$ cat config.mk
export PLATFORM = sky130hd
export DESIGN_NAME = mbe_ctrl
export DESIGN_NICKNAME = d
export VERILOG_FILES = /design/src/mbe_pkg.sv /design/src/mbe_ctrl.sv
export SDC_FILE = /design/constraint.sdc
export NUM_CORES = 1
export LEC_CHECK = 0
export ABC_AREA = 1
export BUFFER_PORTS_ARGS = -buffer_cell sky130_fd_sc_hd__clkbuf_2
export CAP_MARGIN = 20
export CORE_AREA = 2 2 39 41
export CTS_BUF_LIST = sky130_fd_sc_hd__clkbuf_4 sky130_fd_sc_hd__clkbuf_8
export CTS_CLUSTER_DIAMETER = 50
export CTS_CLUSTER_SIZE = 12
export DETAILED_ROUTE_END_ITERATION = 6
export DIE_AREA = 0 0 41 43
export PLACE_DENSITY = 0.33
export SETUP_SLACK_MARGIN = 0.15
export SLEW_MARGIN = 20
export SYNTH_ARGS = -nofsm -noshare
export SYNTH_HDL_FRONTEND = slang
export SYNTH_SLANG_ARGS = --single-unit
export TNS_END_PERCENT = 10
$ cat constraint.sdc
create_clock -name clk -period 1 [get_ports clk]
set_input_delay 0.1 -clock clk [delete_from_list [all_inputs] [get_ports clk]]
set_output_delay 0.1 -clock clk [all_outputs]
set_load 0.005 [all_outputs]
$ cat src/mbe_pkg.sv
package mbe_pkg;

  // Fixed-point format of the point and of z.
  localparam int FRAC_BITS   = 28;
  localparam int DATA_WIDTH  = 32;
  localparam int PROD_WIDTH  = 2 * DATA_WIDTH;

  // Iteration count and colour.
  localparam int COUNT_WIDTH = 16;
  localparam int GRAY_WIDTH  = 24;
  localparam int NUM_WIDTH   = GRAY_WIDTH + COUNT_WIDTH;
  localparam int DIV_CNT_W   = $clog2(NUM_WIDTH);

  localparam logic [COUNT_WIDTH-1:0] LIMIT_RESET = COUNT_WIDTH'(1000);

  // Register map.
  localparam int ADDR_WIDTH = 3;
  localparam logic REG_LIMIT = 1'b0;

  // Escape bound 4.0 and the saturation limits, all at product width.
  localparam logic signed [PROD_WIDTH-1:0] BOUND =
    PROD_WIDTH'(64'sd4 <<< FRAC_BITS);
  localparam logic signed [PROD_WIDTH-1:0] SAT_MAX =
    PROD_WIDTH'((64'sd1 <<< (DATA_WIDTH - 1)) - 64'sd1);
  localparam logic signed [PROD_WIDTH-1:0] SAT_MIN =
    -PROD_WIDTH'(64'sd1 <<< (DATA_WIDTH - 1));

  typedef enum logic [2:0] {
    ST_IDLE,
    ST_MUL,
    ST_UPD,
    ST_DIV_LOAD,
    ST_DIV,
    ST_DONE
  } state_t;

  typedef struct packed {
    logic load;
    logic mul;
    logic upd;
    logic div_load;
    logic div_step;
  } cmd_t;

  typedef struct packed {
    logic escape;
    logic last;
    logic div_last;
  } status_t;

endpackage

$ cat src/mbe_ctrl.sv
module mbe_ctrl (
  input  logic            clk,
  input  logic            rst,
  input  logic            start,
  input  mbe_pkg::status_t status,
  output mbe_pkg::cmd_t   cmd,
  output logic            busy,
  output logic            done
);

  mbe_pkg::state_t state;
  mbe_pkg::state_t state_next;

  always_ff @(posedge clk) begin
    if (rst) begin
      state <= mbe_pkg::ST_IDLE;
    end else begin
      state <= state_next;
    end
  end

  always_comb begin
    state_next = state;
    unique case (state)
      mbe_pkg::ST_IDLE: begin
        if (start) begin
          state_next = mbe_pkg::ST_MUL;
        end
      end
      mbe_pkg::ST_MUL: begin
        state_next = mbe_pkg::ST_UPD;
      end
      mbe_pkg::ST_UPD: begin
        if (status.escape || status.last) begin
          state_next = mbe_pkg::ST_DIV_LOAD;
        end else begin
          state_next = mbe_pkg::ST_MUL;
        end
      end
      mbe_pkg::ST_DIV_LOAD: begin
        state_next = mbe_pkg::ST_DIV;
      end
      mbe_pkg::ST_DIV: begin
        if (status.div_last) begin
          state_next = mbe_pkg::ST_DONE;
        end
      end
      mbe_pkg::ST_DONE: begin
        state_next = mbe_pkg::ST_IDLE;
      end
      default: begin
        state_next = mbe_pkg::ST_IDLE;
      end
    endcase
  end

  always_comb begin
    cmd      = '0;
    busy     = 1'b1;
    done     = 1'b0;
    unique case (state)
      mbe_pkg::ST_IDLE: begin
        busy     = 1'b0;
        cmd.load = start;
      end
      mbe_pkg::ST_MUL: begin
        cmd.mul = 1'b1;
      end
      mbe_pkg::ST_UPD: begin
        cmd.upd = !status.escape;
      end
      mbe_pkg::ST_DIV_LOAD: begin
        cmd.div_load = 1'b1;
      end
      mbe_pkg::ST_DIV: begin
        cmd.div_step = 1'b1;
      end
      mbe_pkg::ST_DONE: begin
        done = 1'b1;
      end
      default: begin
        busy = 1'b1;
      end
    endcase
  end

endmodule

After elaboration in Yosys (flattened, before gate mapping)

Cells that the tools add are included.

Equality and inequality tests: 7
Multiplexer cells: 11
Reductions and logical operators: 4

Operators by type and width:

| cell               | number |
|---|---|
| $pmux 3 s5         | 1 |
| $mux 1             | 7 |
| $eq 3x2->1 const B | 2 |
| $eq 3x3->1 const B | 2 |
| $mux 3             | 2 |
| $ne 2x2->1 const B | 2 |
| $eq 3x1->1 const B | 1 |
| $logic_not 3->1    | 1 |
| $mux 2             | 1 |
| $reduce_and 2->1   | 1 |
| $logic_not 1->1    | 1 |
| $logic_or 1x1->1   | 1 |

Flip-flop bits (word level): 3

Depth between registers and ports, before layout

Gate-level depths: netlist of the first run.

Depth after elaboration: 3
Depth in mapped cells: 5
Mapped depth without buffers: 5

Least setup slack after synthesis of the first run

Ideal clock, no wire load.

Kind: register to output
From: register state[1]
To: output port cmd[4] (netlist name)
Slack: 220 ps
Arrival: 680 ps
Cell stages (with the launch flop): 4
Data required time: 900 ps
Path through: dfxtp_1 nor2_2 nand2_1 nor2_1

RTL lines:

| what                     | RTL line       | source |
|---|---|---|
| start: declaration       | mbe_ctrl.sv:11 | `mbe_pkg::state_t state;` |
| start signal: assignment | mbe_ctrl.sv:16 | `state <= mbe_pkg::ST_IDLE;` |
| start signal: assignment | mbe_ctrl.sv:18 | `state <= state_next;` |
| end: declaration         | mbe_ctrl.sv:6  | `output mbe_pkg::cmd_t cmd,` |

==> results of run 1 <==
final timing paths:
| check | end | slack [ps] |
|---|---|---|
| setup / recovery | cmd[0] | -80 |
| hold / removal | state[2] | 50 |
| setup reg to reg | state[0] | 30 |
| hold reg to reg | state[2] | 540 |
what timing repair did:
action,4_1_cts,5_1_grt
buffers inserted,3,0
hold buffers,0,0
pin swaps,3,3
setup endpoints to repair,7,9
gates resized for setup,9,7
metrics by stage:
step | cells | util, % | hold slack, ps | TNS [ps] | total power, W
2_1_floorplan | 33 | - | 162 | 0 | 0.000204
3_3_place_gp | 61 | 19.5 | 310 | 0 | 0.000253
3_5_place_dp | 61 | 19.5 | 302 | 0 | 0.000250
4_1_cts | 68 | 24.9 | 40.3 | -390 | 0.000538
5_1_grt | 68 | 25.9 | 51.0 | -725 | 0.000580
6_report | 68 | 25.9 | 54.2 | -204 | 0.000529
placed cells by master, fill, tap and decap left out:
cell type  Yosys  final
a21oi_2        1      1
buf_2          0      2
buf_4          0      3
clkbuf_2       0     10
clkbuf_4       0      4
dfxtp_4        0      3
inv_1          7      6
inv_2          1      1
inv_4          0      1
nand2_1        8      5
nand2_2        0      3
nand3_1        4      3
nand3_2        0      1
nand3b_1       1      1
nor2_1         6      6
nor2_4         0      1
nor3_2         0      1
where the power goes:
group	total (W)	leakage, nW	switching (W)	internal [W]
clock network	0.000235	0.0184	0.0000591	0.000176
registers	0.000154	0.0267	0.0000231	0.000131
logic	0.000139	0.159	0.0000646	0.0000745
cell families after synthesis:
| group | count (synthesis) |
|---|---|
| AO/OA/AOI/OAI | 1 |
| buffers and inverters | 8 |
| AND/OR/NAND/NOR | 21 |
| flip-flops | 3 |
final cells by class:
| type | instances | area (um2) | share of cell area (%) |
|---|---|---|---|
| flip-flops and latches | 3 | 71.3 | 19.9 |
| multi-input cells | 22 | 123 | 34.1 |
| inverters | 8 | 32.5 | 9.06 |
| repair buffers | 15 | 82.6 | 23.0 |
| clock buffers | 4 | 30.0 | 8.36 |
| well taps | 16 | 20.0 | 5.57 |
metal layers:
metal | share of wire, % | vias up
met5 | 0 | -
met4 | 0 | 0
met3 | 8.5 | 0
met2 | 44 | 9
met1 | 47 | 104
li1 | - | 137
critical path: stages, from the launching register on:
cell and delay (ps):
dfxtp_4 360, nor2_4 130, nand2_1 100, inv_1 60
clkbuf_2 100
==> run metrics, run 1 <==
top-count cell post-synth=nand2_1; Via Count=250; Die Wd=41 um; wire length per cell=7.97 um; critical path required time=900 ps; ant diodes=0; Post-DP Area=270 um2; first-pass GRT wire length=800 um; TritonRoute pass-1 iters=2; Synth async-reset ratio=0%; Synth Area in XOR/XNOR=0%; worst hold path type=input pin to register; Post-synth EDFFs=0; worst vdd ir=0.545 mV; initial antenna violation count=0; Critical Path Source Type=register; Largest register FFs=3; Bufs on Longest Clock Path=2; H-tree depth=1; die height=43 um; RSZ-0062 raised after global routing=yes; Total Die Area=1760 um2; Hold Path Origin=rst; worst r2r src=state[1]; Post-Synthesis Cell Area=190 um2; fmax=928 MHz; mux cell area share after synthesis=0%; sequential-to-total area share from yosys stat=31.6%; Worst Max-Slew Pin Slew=109 ps; CTS root buf=clkbuf_4; Clock Latency Late Sink=230 ps; adder-cell share of the synthesized area=0%; pre-CTS setup slack=91.7 ps; Buffers on Ports=12; fin area=359 um2; Final Max Tran Viols=0; Hold Path Cell Cnt=2; Num CTS Buffers=3; pin count of the biggest net entering global routing=7; Post-synth top cells=nand2_1, inv_1, nor2_1; final setup violation count=6; dpl hpwl=400 um; Overflow after GRT=0; cell row count=14; Synth Register Bits=3; Vias/cell=3.68; simple-gate share of the synthesized area=48.0%; CP max FO=5; Worst-path clk slew=40 ps; Synth warnings=0; layout cells sized above 1=59.6%; Biggest register=state; run status=complete, but fails checks; Largest regs=state (3); M1 GR Usage=9.97%; post-synthesis cell count=33; Initial Util=13.7%; Final nets=59; crit path time final=1080 ps; failing checks=negative setup slack; mean post-synth cell area=5.76 um2; gr busiest metal=met1; Max-slew headroom=92.7%; Netlist cell types=10; largest family of logic cells by synthesized area=simple AND/OR/NAND/NOR gates; period utilization=108%; max cap viols=0; initial DRC count=4; post-synthesis compound-gate area fraction=4.61%; DRC=0; met2 usage=7.50%; I/O pins=13; Synth area leaders=dfxtp_1, nand2_1, inv_1; CTS tree=yes; Leak Pwr=0.205 nW; CP Class=register to output pin; top_reg_cell synth=dfxtp_1; Syn Nets=39; fill count=167; Worst Reg-to-Reg Cells=6; post-synth top area share=31.6%; CP arrival=980 ps; final worst slack=-77.8 ps; P&R area growth vs syn=88.8%; GRT Util Overall=7.63%; Routed Antenna Nets=0; Post-Route WL=542 um; Sink Count=3; routability congestion estimate=0.644; core region area=1380 um2; pwr/cell area=1470 nW/um2; vias in the first global route=198; post-synth top area cell=dfxtp_1; routing usage on met3=4.71%; Final Skew=0.374 ps; Critical Path End Type=output pin; Critical Path Source=state[1]; final hold violation count=0
Power figures use the tool's default switching activity.
==> run 2, diff against run 1 <==
- ABC_AREA: 1 -> unset
==> run metrics, run 2 <==
run status=complete, but fails checks; failing checks=negative setup slack; first-pass GRT wire length=724 um; Vias/cell=3.93; routability congestion estimate=0.618; post-synthesis cell count=21; Largest register FFs=3; Synth warnings=0; Final Max Tran Viols=0; post-synth top area cell=dfxtp_1; worst hold path type=input pin to register; Post-synth top cells=dfxtp_1, nor2_1; Die Wd=41 um; Biggest register=state; Leak Pwr=0.169 nW; Hold WS=62.8 ps; Critical Path Source Type=register; Largest regs=state (3); Worst path slowest cell=or3_4; pwr/cell area=1360 nW/um2; I/O pins=13; max cap viols=0; Bufs on Longest Clock Path=2; TritonRoute pass-1 iters=2; die height=43 um; mean post-synth cell area=9.24 um2; fmax=810 MHz; Initial Util=14.0%; CP Class=register to output pin; post-synth top area share=31.0%; period utilization=123%; Critical Path End Type=output pin; top_reg_cell synth=dfxtp_1; top-count cell post-synth=dfxtp_1; Overflow after GRT=0; Buffers on Ports=12; Num CTS Buffers=3; Synth async-reset ratio=0%; final setup violation count=7; Clock Latency Late Sink=230 ps; CP arrival=1130 ps; Final nets=46; CP max FO=5; core region area=1380 um2; Final Skew=1.40 ps; Routed Antenna Nets=0; initial DRC count=1; most frequent cells in the layout=clkbuf_2, clkbuf_4; crit path time final=1230 ps; RSZ-0062 raised after global routing=yes; GRT Util Overall=6.82%; Sink Count=3; H-tree depth=1; CTS root buf=clkbuf_4; ant diodes=0; wire length per cell=9.13 um; Hold-fix buffers, CTS=0; cell row count=14; worst vdd ir=0.462 mV; sequential-to-total area share from yosys stat=31.0%; Syn Nets=27; initial antenna violation count=0; commonest non-fill, non-tap cell in the layout=clkbuf_2; Netlist cell types=18; CP peak stage delay=390 ps; setup tns final=-994 ps; Worst-path clk slew=40 ps; final hold violation count=0; vias in the first global route=186; critical path required time=900 ps; CP Cell Sequence=or3_4 -> nor2_2 -> buf_2; dpl hpwl=388 um; P&R area growth vs syn=80.6%; Post-DP Area=285 um2; DRC=0; fin area=350 um2; Worst Max-Slew Pin Slew=188 ps; final worst slack=-235 ps; Post-Synthesis Cell Area=194 um2; Max-slew headroom=87.5%; Synth Register Bits=3; Total Die Area=1760 um2; Synth area leaders=dfxtp_1, nor3b_2, buf_6; Via Count=216; Post-Route WL=502 um; layout cells sized above 1=74.4%; CTS tree=yes; Post-synth EDFFs=0; pin count of the biggest net entering global routing=10; fill count=154
==> run 2: cell types whose count changed in the layout (fill, tap and decap cells not counted), moves of 2 or more <==
cell,before,now
nor2_1,6,2
nand3_1,3,0
buf_6,0,2
nor3b_2,0,2
nand2_2,3,0
nand2_1,5,1
buf_4,3,1
inv_1,6,1
==> run 2: worst paths after layout <==
check                           startpoint       end  slack, ps  cells past startpoint
worst max-delay path              state[2]    cmd[4]       -230                      3
worst min-delay path                   rst  state[0]         60                      2
worst max register to register    state[1]  state[0]         70                      4
worst min register to register    state[0]  state[0]        480                      1
==> run 2: per-layer routing <==
metal	track usage (%)	share of wire (%)	vias up
li1	-	-	109
met1	8.97	47	92
met2	6.88	41	15
met3	4.71	11	0
met4	6.00	0	0
met5	0	0	-
==> run 2: metrics by stage <==
| step | total power, W | setup slack (ps) | std cells | utilization [%] |
|---|---|---|---|---|
| finish | 0.000476 | -235 | 55 | 25.3 |
| floorplan | 0.000193 | 10.2 | 21 | - |
| global route | 0.000515 | -297 | 55 | 25.3 |
| detailed placement | 0.000233 | -28.7 | 51 | 20.6 |
| global placement | 0.000232 | -25.7 | 51 | 20.6 |
| CTS | 0.000486 | -252 | 55 | 24.3 |
==> run 2: cells by family after synthesis <==
family | after synthesis | share of synthesized area, %
and+or+nand+nor | 12 | 43.2
AOI/OAI and AO/OA | 3 | 12.9
DFF | 3 | 31.0
buffers and inverters | 2 | 7.74
muxes | 1 | 5.16
==> run 2: final cells by class <==
| cell class | instances | area (um2) | area share [%] |
|---|---|---|---|
| multi-input combinational | 16 | 138 | 39.3 |
| timing repair buffer | 15 | 90.1 | 25.7 |
| sequential | 3 | 68.8 | 19.6 |
| clock buffer | 4 | 30.0 | 8.57 |
| tap | 16 | 20.0 | 5.71 |
| inverter | 1 | 3.75 | 1.07 |
==> run 2: repair_timing <==
| item | 4_1_cts | 5_1_grt |
|---|---|---|
| resized for setup | 7 | 6 |
| setup buffers | 0 | 0 |
| setup endpoints to repair | 10 | 10 |
| endpoints found under the hold margin | 0 | 0 |
| pin swaps | 1 | 3 |
==> run 2: worst max-delay path: cells and delay by family, from the launching register on <==
| family | cells | cell delay [ps] |
|---|---|---|
| and+or+nand+nor | 2 | 460 |
| DFF | 1 | 340 |
| buffers and inverters | 1 | 110 |
==> run 2: power breakdown <==
part	switching [W]	internal [W]	total [W]	leakage, nW
logic	0.0000363	0.0000611	0.0000974	0.124
clock network	0.0000571	0.000176	0.000233	0.0184
registers	0.0000167	0.000129	0.000146	0.0264
total	0.000110	0.000366	0.000476	0.169
